===== src/rtl/bgfl_pkg.sv =====
// ----------------------------------------------------------------------------
// bgfl_pkg
// Shared types and constants of the battery guard fault latch: sample and
// result records, timer/latch state, register indexes and reset values.
// ----------------------------------------------------------------------------
package bgfl_pkg;

   // register indexes of the configuration port
   localparam int CSR_ADDR_W = 4;

   typedef enum logic [CSR_ADDR_W-1:0] {
      CSR_SOFT_THRESHOLD  = 4'd0,
      CSR_HARD_THRESHOLD  = 4'd1,
      CSR_STOP_THRESHOLD  = 4'd2,
      CSR_RELEASE_MARGIN  = 4'd3,
      CSR_DISCHARGE_LIMIT = 4'd4,
      CSR_DEBOUNCE_TIMES  = 4'd5,
      CSR_CEILING_CAPS    = 4'd6,
      CSR_TEMP_LIMITS     = 4'd7
   } csr_addr_type;

   // register reset values
   localparam logic [15:0] SOFT_THRESHOLD_RST  = 16'd11800;
   localparam logic [15:0] HARD_THRESHOLD_RST  = 16'd11400;
   localparam logic [15:0] STOP_THRESHOLD_RST  = 16'd11000;
   localparam logic [15:0] RELEASE_MARGIN_RST  = 16'd300;
   localparam logic [16:0] DISCHARGE_LIMIT_RST = 17'd20000;
   localparam logic [31:0] DEBOUNCE_TIMES_RST  = 32'd65538000;
   localparam logic [20:0] CEILING_CAPS_RST    = 21'd824390;
   localparam logic [23:0] TEMP_LIMITS_RST     = 24'd3943685;

   // fault mask bit positions
   localparam int FAULT_SOFT   = 0;
   localparam int FAULT_HARD   = 1;
   localparam int FAULT_STOP   = 2;
   localparam int FAULT_OVERCUR = 3;
   localparam int FAULT_FREEZE = 4;
   localparam int FAULT_TEMP   = 5;

   localparam logic [6:0]         CEILING_DEFAULT  = 7'd100;
   localparam logic signed [15:0] FREEZE_POWER_DW  = 16'sd10;
   localparam logic [15:0]        TIMER_MAX        = 16'hFFFF;

   typedef struct packed {
      logic               sample_valid;
      logic [15:0]        voltage_mv;
      logic signed [17:0] current_ma;
      logic               temp_present;
      logic signed [7:0]  temp_degc;
      logic signed [15:0] power_dw;
      logic [15:0]        dt_ms;
   } sample_type;

   typedef struct packed {
      logic [5:0] fault_mask;
      logic [6:0] power_limit_pct;
      logic       stop_request;
   } result_type;

   // one debounce stage: timer of its fault condition and its latch
   typedef struct packed {
      logic [15:0] timer;
      logic        latch;
   } stage_type;

   // current latch view handed to the policy block
   typedef struct packed {
      logic soft_sag;
      logic hard_sag;
      logic stop_sag;
      logic overcur;
   } latches_type;

endpackage


===== src/rtl/bgfl_if.sv =====
// ----------------------------------------------------------------------------
// bgfl channel interfaces
// Valid/ready channels of the battery guard: sample requests, results and
// register writes.
// ----------------------------------------------------------------------------
interface bgfl_req_if;
   logic               valid;
   logic               ready;
   logic               sample_valid;
   logic [15:0]        voltage_mv;
   logic signed [17:0] current_ma;
   logic               temp_present;
   logic signed [7:0]  temp_degc;
   logic signed [15:0] power_dw;
   logic [15:0]        dt_ms;

   modport source (output valid, output sample_valid, output voltage_mv,
                   output current_ma, output temp_present, output temp_degc,
                   output power_dw, output dt_ms, input ready);
   modport sink   (input valid, input sample_valid, input voltage_mv,
                   input current_ma, input temp_present, input temp_degc,
                   input power_dw, input dt_ms, output ready);
endinterface

interface bgfl_rsp_if;
   logic       valid;
   logic       ready;
   logic [5:0] fault_mask;
   logic [6:0] power_limit_pct;
   logic       stop_request;

   modport source (output valid, output fault_mask, output power_limit_pct,
                   output stop_request, input ready);
   modport sink   (input valid, input fault_mask, input power_limit_pct,
                   input stop_request, output ready);
endinterface

interface bgfl_csr_if;
   logic        valid;
   logic        ready;
   logic [3:0]  addr;
   logic [31:0] data;

   modport source (output valid, output addr, output data, input ready);
   modport sink   (input valid, input addr, input data, output ready);
endinterface


===== src/rtl/battery_guard_fault_latch.sv =====
// ----------------------------------------------------------------------------
// battery_guard_fault_latch
// Battery sample guard with debounced sag and over-discharge fault latches.
// ----------------------------------------------------------------------------
// One request carries one battery sample and gives exactly one result. The
// block takes a request in every cycle and offers its result on rsp once the
// sample has passed the sample register and the result register: the sample
// register feeds the timer/latch update and fault policy, whose outcome lands
// in the result register, while the four stage timers and latches update in
// the same cycle. A result waiting on a stalled rsp side holds the sample
// register, which stalls req. Register writes are always taken (csr ready is
// tied high) and must only happen while no request is in flight. Invalid
// samples leave the timers and latches alone.
// ----------------------------------------------------------------------------
module battery_guard_fault_latch (
   input  logic              clock,
   input  logic              reset,
   bgfl_req_if.sink          req_chan,
   bgfl_rsp_if.source        rsp_chan,
   bgfl_csr_if.sink          csr_chan
);

   // configuration registers
   logic [15:0] soft_thr_ff;
   logic [15:0] hard_thr_ff;
   logic [15:0] stop_thr_ff;
   logic [15:0] margin_ff;
   logic [16:0] limit_ff;
   logic [31:0] debounce_ff;
   logic [20:0] caps_ff;
   logic [23:0] tlimits_ff;

   // pipeline registers
   logic                  s1_valid_ff;
   bgfl_pkg::sample_type  s1_sample_ff;
   bgfl_pkg::sample_type  s1_sample_in;
   logic                  rsp_valid_ff;
   bgfl_pkg::result_type  rsp_ff;
   bgfl_pkg::result_type  rsp_in;

   // stage state
   bgfl_pkg::stage_type soft_ff, hard_ff, stop_ff, overcur_ff;
   bgfl_pkg::stage_type soft_in, hard_in, stop_in, overcur_in;

   logic s1_advance;
   logic req_take;

   logic [16:0] voltage_x;
   logic [16:0] soft_rel, hard_rel, stop_rel;
   logic [17:0] discharge;
   logic [20:0] discharge_x5;
   logic [20:0] limit_x4;
   logic        overcur_active;
   logic        overcur_release;

   bgfl_pkg::latches_type latches;

   // handshake
   assign s1_advance     = s1_valid_ff & (~rsp_valid_ff | rsp_chan.ready);
   assign req_chan.ready = ~s1_valid_ff | s1_advance;
   assign req_take       = req_chan.valid & req_chan.ready;
   assign csr_chan.ready = 1'b1;

   assign s1_sample_in.sample_valid  = req_chan.sample_valid;
   assign s1_sample_in.voltage_mv    = req_chan.voltage_mv;
   assign s1_sample_in.current_ma    = req_chan.current_ma;
   assign s1_sample_in.temp_present  = req_chan.temp_present;
   assign s1_sample_in.temp_degc     = req_chan.temp_degc;
   assign s1_sample_in.power_dw      = req_chan.power_dw;
   assign s1_sample_in.dt_ms         = req_chan.dt_ms;

   // register writes
   always_ff @(posedge clock) begin
      if (reset) begin
         soft_thr_ff <= bgfl_pkg::SOFT_THRESHOLD_RST;
         hard_thr_ff <= bgfl_pkg::HARD_THRESHOLD_RST;
         stop_thr_ff <= bgfl_pkg::STOP_THRESHOLD_RST;
         margin_ff   <= bgfl_pkg::RELEASE_MARGIN_RST;
         limit_ff    <= bgfl_pkg::DISCHARGE_LIMIT_RST;
         debounce_ff <= bgfl_pkg::DEBOUNCE_TIMES_RST;
         caps_ff     <= bgfl_pkg::CEILING_CAPS_RST;
         tlimits_ff  <= bgfl_pkg::TEMP_LIMITS_RST;
      end else if (csr_chan.valid) begin
         case (csr_chan.addr)
            bgfl_pkg::CSR_SOFT_THRESHOLD:  soft_thr_ff <= csr_chan.data[15:0];
            bgfl_pkg::CSR_HARD_THRESHOLD:  hard_thr_ff <= csr_chan.data[15:0];
            bgfl_pkg::CSR_STOP_THRESHOLD:  stop_thr_ff <= csr_chan.data[15:0];
            bgfl_pkg::CSR_RELEASE_MARGIN:  margin_ff   <= csr_chan.data[15:0];
            bgfl_pkg::CSR_DISCHARGE_LIMIT: limit_ff    <= csr_chan.data[16:0];
            bgfl_pkg::CSR_DEBOUNCE_TIMES:  debounce_ff <= csr_chan.data;
            bgfl_pkg::CSR_CEILING_CAPS:    caps_ff     <= csr_chan.data[20:0];
            bgfl_pkg::CSR_TEMP_LIMITS:     tlimits_ff  <= csr_chan.data[23:0];
            default: ;
         endcase
      end
   end

   // sag conditions, release sums kept at 17 bits
   assign voltage_x = {1'b0, s1_sample_ff.voltage_mv};
   assign soft_rel  = {1'b0, soft_thr_ff} + {1'b0, margin_ff};
   assign hard_rel  = {1'b0, hard_thr_ff} + {1'b0, margin_ff};
   assign stop_rel  = {1'b0, stop_thr_ff} + {1'b0, margin_ff};

   // discharge magnitude, zero while charging
   assign discharge = s1_sample_ff.current_ma[17]
                      ? (~s1_sample_ff.current_ma + 18'd1) : 18'd0;
   assign overcur_active  = discharge > {1'b0, limit_ff};
   assign discharge_x5    = {1'b0, discharge, 2'b00} + {3'b000, discharge};
   assign limit_x4        = {2'b00, limit_ff, 2'b00};
   assign overcur_release = discharge_x5 < limit_x4;

   bgfl_timer_latch u_soft (
      .active      (s1_sample_ff.voltage_mv < soft_thr_ff),
      .release_ok  (voltage_x >= soft_rel),
      .dt_ms       (s1_sample_ff.dt_ms),
      .debounce_ms (debounce_ff[15:0]),
      .cur         (soft_ff),
      .nxt         (soft_in)
   );

   bgfl_timer_latch u_hard (
      .active      (s1_sample_ff.voltage_mv < hard_thr_ff),
      .release_ok  (voltage_x >= hard_rel),
      .dt_ms       (s1_sample_ff.dt_ms),
      .debounce_ms (debounce_ff[15:0]),
      .cur         (hard_ff),
      .nxt         (hard_in)
   );

   bgfl_timer_latch u_stop (
      .active      (s1_sample_ff.voltage_mv < stop_thr_ff),
      .release_ok  (voltage_x >= stop_rel),
      .dt_ms       (s1_sample_ff.dt_ms),
      .debounce_ms (debounce_ff[15:0]),
      .cur         (stop_ff),
      .nxt         (stop_in)
   );

   bgfl_timer_latch u_overcur (
      .active      (overcur_active),
      .release_ok  (overcur_release),
      .dt_ms       (s1_sample_ff.dt_ms),
      .debounce_ms (debounce_ff[31:16]),
      .cur         (overcur_ff),
      .nxt         (overcur_in)
   );

   // the result sees the updated latches
   assign latches.soft_sag = soft_in.latch;
   assign latches.hard_sag = hard_in.latch;
   assign latches.stop_sag = stop_in.latch;
   assign latches.overcur  = overcur_in.latch;

   bgfl_policy u_policy (
      .sample       (s1_sample_ff),
      .latches      (latches),
      .ceiling_caps (caps_ff),
      .temp_limits  (tlimits_ff),
      .result       (rsp_in)
   );

   // stage state, updated by valid samples only
   always_ff @(posedge clock) begin
      if (reset) begin
         soft_ff    <= '0;
         hard_ff    <= '0;
         stop_ff    <= '0;
         overcur_ff <= '0;
      end else if (s1_advance && s1_sample_ff.sample_valid) begin
         soft_ff    <= soft_in;
         hard_ff    <= hard_in;
         stop_ff    <= stop_in;
         overcur_ff <= overcur_in;
      end
   end

   // sample register
   always_ff @(posedge clock) begin
      if (reset) begin
         s1_valid_ff <= 1'b0;
      end else if (req_chan.ready) begin
         s1_valid_ff <= req_chan.valid;
      end
   end

   always_ff @(posedge clock) begin
      if (req_take) begin
         s1_sample_ff <= s1_sample_in;
      end
   end

   // result register
   always_ff @(posedge clock) begin
      if (reset) begin
         rsp_valid_ff <= 1'b0;
      end else if (s1_advance) begin
         rsp_valid_ff <= 1'b1;
      end else if (rsp_chan.ready) begin
         rsp_valid_ff <= 1'b0;
      end
   end

   always_ff @(posedge clock) begin
      if (s1_advance) begin
         rsp_ff <= rsp_in;
      end
   end

   assign rsp_chan.valid           = rsp_valid_ff;
   assign rsp_chan.fault_mask      = rsp_ff.fault_mask;
   assign rsp_chan.power_limit_pct = rsp_ff.power_limit_pct;
   assign rsp_chan.stop_request    = rsp_ff.stop_request;

endmodule


===== src/rtl/bgfl_timer_latch.sv =====
// ----------------------------------------------------------------------------
// bgfl_timer_latch
// Next state of one debounce stage: saturating millisecond timer that runs
// while the condition holds, latch set at debounce, released on hysteresis.
// ----------------------------------------------------------------------------
module bgfl_timer_latch (
   input  logic                 active,
   input  logic                 release_ok,
   input  logic [15:0]          dt_ms,
   input  logic [15:0]          debounce_ms,
   input  bgfl_pkg::stage_type  cur,
   output bgfl_pkg::stage_type  nxt
);

   logic [16:0] sum;
   logic [15:0] sat;

   // saturating timer add
   assign sum = {1'b0, cur.timer} + {1'b0, dt_ms};
   assign sat = sum[16] ? bgfl_pkg::TIMER_MAX : sum[15:0];

   // run and set, or clear and maybe release
   always_comb begin
      if (active) begin
         nxt.timer = sat;
         nxt.latch = cur.latch | (sat >= debounce_ms);
      end else begin
         nxt.timer = '0;
         nxt.latch = cur.latch & ~release_ok;
      end
   end

endmodule


===== src/rtl/bgfl_policy.sv =====
// ----------------------------------------------------------------------------
// bgfl_policy
// Forms the fault mask, power ceiling and stop flag of one sample from the
// updated latches and the temperature policy.
// ----------------------------------------------------------------------------
module bgfl_policy (
   input  bgfl_pkg::sample_type   sample,
   input  bgfl_pkg::latches_type  latches,
   input  logic [20:0]            ceiling_caps,
   input  logic [23:0]            temp_limits,
   output bgfl_pkg::result_type   result
);

   logic [6:0]        soft_cap;
   logic [6:0]        hard_cap;
   logic [6:0]        temp_cap;
   logic signed [7:0] cold_c;
   logic signed [7:0] hot_c;
   logic signed [7:0] tstop_c;

   assign soft_cap = ceiling_caps[6:0];
   assign hard_cap = ceiling_caps[13:7];
   assign temp_cap = ceiling_caps[20:14];
   assign cold_c   = signed'(temp_limits[7:0]);
   assign hot_c    = signed'(temp_limits[15:8]);
   assign tstop_c  = signed'(temp_limits[23:16]);

   // caps only ever lower the ceiling
   always_comb begin
      logic [5:0] faults;
      logic [6:0] ceiling;
      logic       stop;
      faults  = '0;
      ceiling = bgfl_pkg::CEILING_DEFAULT;
      stop    = 1'b0;
      if (latches.soft_sag) begin
         faults[bgfl_pkg::FAULT_SOFT] = 1'b1;
         if (ceiling > soft_cap) ceiling = soft_cap;
      end
      if (latches.hard_sag) begin
         faults[bgfl_pkg::FAULT_HARD] = 1'b1;
         if (ceiling > hard_cap) ceiling = hard_cap;
      end
      if (latches.stop_sag) begin
         faults[bgfl_pkg::FAULT_STOP] = 1'b1;
         stop = 1'b1;
      end
      // overcurrent shares the hard cap
      if (latches.overcur) begin
         faults[bgfl_pkg::FAULT_OVERCUR] = 1'b1;
         if (ceiling > hard_cap) ceiling = hard_cap;
      end
      // temperature policy, only with a sensor reporting
      if (sample.temp_present) begin
         if (sample.temp_degc <= 8'sd0 && sample.power_dw > bgfl_pkg::FREEZE_POWER_DW)
            faults[bgfl_pkg::FAULT_FREEZE] = 1'b1;
         if (sample.temp_degc >= tstop_c) begin
            faults[bgfl_pkg::FAULT_TEMP] = 1'b1;
            stop = 1'b1;
         end else if (sample.temp_degc < cold_c || sample.temp_degc > hot_c) begin
            faults[bgfl_pkg::FAULT_TEMP] = 1'b1;
            if (ceiling > temp_cap) ceiling = temp_cap;
         end
      end
      // invalid sample gives the default result
      if (sample.sample_valid) begin
         result.fault_mask      = faults;
         result.power_limit_pct = ceiling;
         result.stop_request    = stop;
      end else begin
         result.fault_mask      = '0;
         result.power_limit_pct = bgfl_pkg::CEILING_DEFAULT;
         result.stop_request    = 1'b0;
      end
   end

endmodule


===== src/flat_wrapper.sv =====
// flat-port wrapper written by rule: the top's interface ports become plain ports
module battery_guard_fault_latch_flat 
  (clock, reset, req_chan_valid, req_chan_sample_valid, req_chan_voltage_mv, req_chan_current_ma, req_chan_temp_present, req_chan_temp_degc, req_chan_power_dw, req_chan_dt_ms, req_chan_ready, rsp_chan_valid, rsp_chan_fault_mask, rsp_chan_power_limit_pct, rsp_chan_stop_request, rsp_chan_ready, csr_chan_valid, csr_chan_addr, csr_chan_data, csr_chan_ready);
  bgfl_req_if req_chan_i ();
  bgfl_rsp_if rsp_chan_i ();
  bgfl_csr_if csr_chan_i ();
  input  logic clock;
  input  logic reset;
  input wire logic [$bits(req_chan_i.valid)-1:0] req_chan_valid;
  input wire logic [$bits(req_chan_i.sample_valid)-1:0] req_chan_sample_valid;
  input wire logic [$bits(req_chan_i.voltage_mv)-1:0] req_chan_voltage_mv;
  input wire logic [$bits(req_chan_i.current_ma)-1:0] req_chan_current_ma;
  input wire logic [$bits(req_chan_i.temp_present)-1:0] req_chan_temp_present;
  input wire logic [$bits(req_chan_i.temp_degc)-1:0] req_chan_temp_degc;
  input wire logic [$bits(req_chan_i.power_dw)-1:0] req_chan_power_dw;
  input wire logic [$bits(req_chan_i.dt_ms)-1:0] req_chan_dt_ms;
  output wire logic [$bits(req_chan_i.ready)-1:0] req_chan_ready;
  output wire logic [$bits(rsp_chan_i.valid)-1:0] rsp_chan_valid;
  output wire logic [$bits(rsp_chan_i.fault_mask)-1:0] rsp_chan_fault_mask;
  output wire logic [$bits(rsp_chan_i.power_limit_pct)-1:0] rsp_chan_power_limit_pct;
  output wire logic [$bits(rsp_chan_i.stop_request)-1:0] rsp_chan_stop_request;
  input wire logic [$bits(rsp_chan_i.ready)-1:0] rsp_chan_ready;
  input wire logic [$bits(csr_chan_i.valid)-1:0] csr_chan_valid;
  input wire logic [$bits(csr_chan_i.addr)-1:0] csr_chan_addr;
  input wire logic [$bits(csr_chan_i.data)-1:0] csr_chan_data;
  output wire logic [$bits(csr_chan_i.ready)-1:0] csr_chan_ready;
  assign req_chan_i.valid = req_chan_valid;
  assign req_chan_i.sample_valid = req_chan_sample_valid;
  assign req_chan_i.voltage_mv = req_chan_voltage_mv;
  assign req_chan_i.current_ma = req_chan_current_ma;
  assign req_chan_i.temp_present = req_chan_temp_present;
  assign req_chan_i.temp_degc = req_chan_temp_degc;
  assign req_chan_i.power_dw = req_chan_power_dw;
  assign req_chan_i.dt_ms = req_chan_dt_ms;
  assign req_chan_ready = req_chan_i.ready;
  assign rsp_chan_valid = rsp_chan_i.valid;
  assign rsp_chan_fault_mask = rsp_chan_i.fault_mask;
  assign rsp_chan_power_limit_pct = rsp_chan_i.power_limit_pct;
  assign rsp_chan_stop_request = rsp_chan_i.stop_request;
  assign rsp_chan_i.ready = rsp_chan_ready;
  assign csr_chan_i.valid = csr_chan_valid;
  assign csr_chan_i.addr = csr_chan_addr;
  assign csr_chan_i.data = csr_chan_data;
  assign csr_chan_ready = csr_chan_i.ready;
  battery_guard_fault_latch u_core (.clock(clock), .reset(reset), .req_chan(req_chan_i), .rsp_chan(rsp_chan_i), .csr_chan(csr_chan_i));
endmodule

===== config.mk =====
export PLATFORM = sky130hd
export DESIGN_NAME = battery_guard_fault_latch_flat
export DESIGN_NICKNAME = d
export VERILOG_FILES = /design/src/rtl/bgfl_pkg.sv /design/src/rtl/bgfl_if.sv /design/src/rtl/battery_guard_fault_latch.sv /design/src/rtl/bgfl_timer_latch.sv /design/src/rtl/bgfl_policy.sv /design/src/flat_wrapper.sv
export SDC_FILE = /design/constraint.sdc
export NUM_CORES = 1
export LEC_CHECK = 0
export BUFFER_PORTS_ARGS = -buffer_cell sky130_fd_sc_hd__buf_2
export CAP_MARGIN = 20
export CORE_AREA = 5 5 220 222
export CTS_CLUSTER_DIAMETER = 120
export CTS_CLUSTER_SIZE = 12
export DETAILED_ROUTE_END_ITERATION = 7
export DIE_AREA = 0 0 225 227
export HOLD_SLACK_MARGIN = 0.08
export MAX_ROUTING_LAYER = met4
export PLACE_DENSITY = 0.67
export REMOVE_ABC_BUFFERS = 1
export SYNTH_ARGS = -nofsm -noshare
export SYNTH_HDL_FRONTEND = slang
export SYNTH_SLANG_ARGS = --single-unit

===== constraint.sdc =====
create_clock -name clock -period 10.7 [get_ports clock]
set_input_delay 0 -clock clock [delete_from_list [all_inputs] [get_ports clock]]
set_output_delay 0 -clock clock [all_outputs]
set_load 0.005 [all_outputs]

==> metrics.md <==
| Metric | Value |
|---|---|
| Status | `finished clean` |
| Clock Tree Root | `clkbuf_16` |
| Clk pin slew, worst setup/hold paths | `70 ps` |
| Measured slew at the worst slew-check pin | `1090 ps` |
| Via count | `20000` |
| Final Slew Violations | `0` |
| CP arrival | `10390 ps` |
| P_leak | `approximately 12 nW` |
| Final #Nets | `3346` |
| Final hold violations | `0` |
| Slowest cell on crit path | `edfxtp_1` |
| Most frequent cells in the layout | `ha_1, nand2_1, a21oi_1` |
| Die height | `227 um` |
| Hold crit path type | `input pin to flip-flop` |
| First-pass GRT wire length | `105000 um` |
| Yosys Warn Count | `0` |
| Final setup margin | `649 ps` |
| Vias in the first global route | `19500` |
| CTS tree | `built` |
| Clock Path Buffers | `3` |
| H-Tree Depth | `1` |
| Mean Syn Cell Area | `8.71 um2` |
| Worst path required time | `11040 ps` |
| Largest net degree at the start of global routing | `85` |
| Finished Layout Cells | `3488` |
| Initial antenna violation count | `2` |
| Syn-to-layout area delta | `16.0%` |
| Power Total | `between 2 and 3 mW` |
| Num ports | `about 130` |
| Final core utilization | `a little under three fifths` |
| Vias per inst | `5.75` |
| Setup Skew | `35.0 ps` |
| CP Launch Type | `flip-flop` |
| Synthesis-stage register bit count | `around 320` |
| Die width | `~230 um` |
| Port Buffers | `132` |
| Total CTS buffers | `30` |
| Endpoints failing setup | `0` |
| Crit-path max FO | `15` |
| Commonest non-fill, non-tap cell in the layout | `ha_1` |
| Fmax | `99.5 MHz` |
| RePlAce Congestion | `0.910` |
| Drt wl/cell | `around 19 um` |
| Gr ovfl total | `0` |
| Area of the mapped netlist | `22700 um2` |
| Period minus WS final | `about 10000 ps` |
| First-pass iteration count of the detailed router | `5` |
| Netlist cell types | `77` |
| Placed cell count | `3279` |
| Sequential-to-total area share from yosys stat | `32.0%` |
| CTS Sinks | `about 320` |
| Overall Global Routing Usage | `a little over a quarter` |
| Relative slew slack | `27.0%` |
| Setup crit end kind | `flip-flop` |
| Initial Util | `49.2%` |
| Most common flop cell mapped by yosys | `dfxtp_1` |
| Placement Setup Slack | `261 ps` |
| Critical path class | `flip-flop to flip-flop` |
| Asr flop ratio synth | `0%` |
| Core area | `46200 um2` |
| Crit-path max cell delay | `450 ps` |
| Peak supply drop | `0.124 mV` |
| Share of layout cells above drive strength 1 | `around 8.6%` |
| DRC viols | `0` |
| Tcrit/Tclk final | `93.9%` |
| EDFF count, synth | `90` |
| Mapped Cells | `approximately 2600` |
| Worst-skew pair later-pin latency | `600 ps` |
| Detailed Route Iter0 Violations | `1356` |
| Pwr/cell area | `109 nW/um2` |
| Die area | `51100 um2` |
| Max-cap viol count | `0` |
| Std-Cell Rows | `79` |
| Final ANT Viol Nets | `0` |
| WL final | `roughly 67000 um` |
| Hpwl dp | `49500 um` |
[cell type report]
class	instances	area, um2
Fill cell	4092	19800
Clock inverter	2	25.0
Timing Repair Buffer	308	2350
Sequential cell	318	7270
Antenna cell	3	7.51
Multi-Input combinational cell	2007	14400
Clock buffer	50	826
Inverter	193	724
Tap cell	607	759
[power by group]
group          total, mW  leakage [nW]  switching [mW]  internal (mW)
clock network       1.01         0.404           0.484          0.522
registers           1.32          2.72          0.0397           1.28
logic              0.560          8.47           0.314          0.246
total               2.88          11.6           0.838           2.05
[what timing repair did]
item	CTS	global route
resized for setup	0	10
setup buffers	0	2
hold buffers	150	0
endpoints found under the setup margin	0	7
endpoints found under the hold margin	257	0
[synthesized netlist by cell type (15+ instances only)]
library cell  number  area share [%]
and2_1            17            0.47
inv_1            193             3.2
o21ai_0          105             2.3
a31oi_1           15            0.41
ha_1             363              20
or2_2             24            0.66
nor2_1           149             2.5
o21a_1            26            0.86
o21bai_1          23            0.76
nor2b_1           27            0.74
a211oi_1          28            0.93
nand2b_1          52             1.4
a21o_1            67             2.2
and3_1            17            0.47
a22oi_1           15            0.50
nor3_1            44            0.97
clkbuf_1          70             1.2
nand4_1           25            0.69
nand3_1           37            0.82
nand3b_1          29            0.96
a211o_1           42             1.6
xor2_1            47             1.8
o211ai_1          16            0.53
nand2_1          337             5.6
dfxtp_1          228              20
buf_4             17            0.56
edfxtp_1          90              12
a21oi_1          233             5.1
xnor2_1           60             2.3
a22o_1            45             1.7
[cell families (layout without fill, tap and decap cells)]
family / Yosys count / count (layout) / synth area share (%)
flip-flops: 318 / 318 / 32.0
adder cells (fa/ha/maj): 371 / 371 / 20.7
multiplexers: 7 / 7 / 0.336
buffers and inverters: 281 / 553 / 4.93
XOR/XNOR: 107 / 107 / 4.13
other: 1 / 4 / 0.0165
AO/OA/AOI/OAI: 707 / 707 / 20.7
AND/OR/NAND/NOR: 814 / 814 / 17.2
[routing by layer]
layer	vias up	track usage [%]	share of wire, %
met5	-	-	0
li1	9914	-	-
met1	9436	35.2	44
met4	0	8.49	3.8
met2	570	42.5	46
met3	128	3.08	6.0
[through the flow]
stage	hold WS [ps]	setup TNS [ps]	area, um2
2_1_floorplan	69.1	0	22300
6_report	107	0	26300
3_3_place_gp	176	0	23900
3_5_place_dp	178	0	23900
4_1_cts	80.9	0	26300
5_1_grt	93.6	-87.0	26300
[flip-flops by register name, indices dropped and copies added (netlist names), 6 cells and up]
register and cells:
u_core.debounce_ff 32, u_core.limit_ff 17, u_core.caps_ff 21, u_core.rsp_chan.power_limit_pct 7, u_core.stop_thr_ff 16, u_core.soft_ff 17, u_core.soft_thr_ff 16, u_core.margin_ff 16
u_core.stop_ff 17, u_core.hard_thr_ff 16, u_core.overcur_ff 17, u_core.hard_ff 17, u_core.s1_sample_ff 76, u_core.rsp_chan.fault_mask 6, u_core.tlimits_ff 24
[path summary, 6_finish.rpt]
check | start | cells past startpoint | to | slack [ps]
setup / recovery | u_core.s1_sample_ff[0] | 43 | u_core.rsp_chan.power_limit_pct[0] | 650
hold / removal | req_chan_current_ma[14] | 2 | u_core.s1_sample_ff[55] | 110
setup reg to reg | u_core.s1_sample_ff[0] | 43 | u_core.rsp_chan.power_limit_pct[0] | 650
hold reg to reg | u_core.limit_ff[16] | 2 | u_core.limit_ff[16] | 460
[worst max-delay path, delay by kind of cell, from the launching register on]
family / cells / cell delay, ps
AOI/OAI and AO/OA: 21 / 4490
buffers and inverters: 3 / 550
adders and majority gates: 6 / 1890
and+or+nand+nor: 13 / 2460
DFF: 1 / 450
Note: power is estimated with default switching activity, not from simulation.
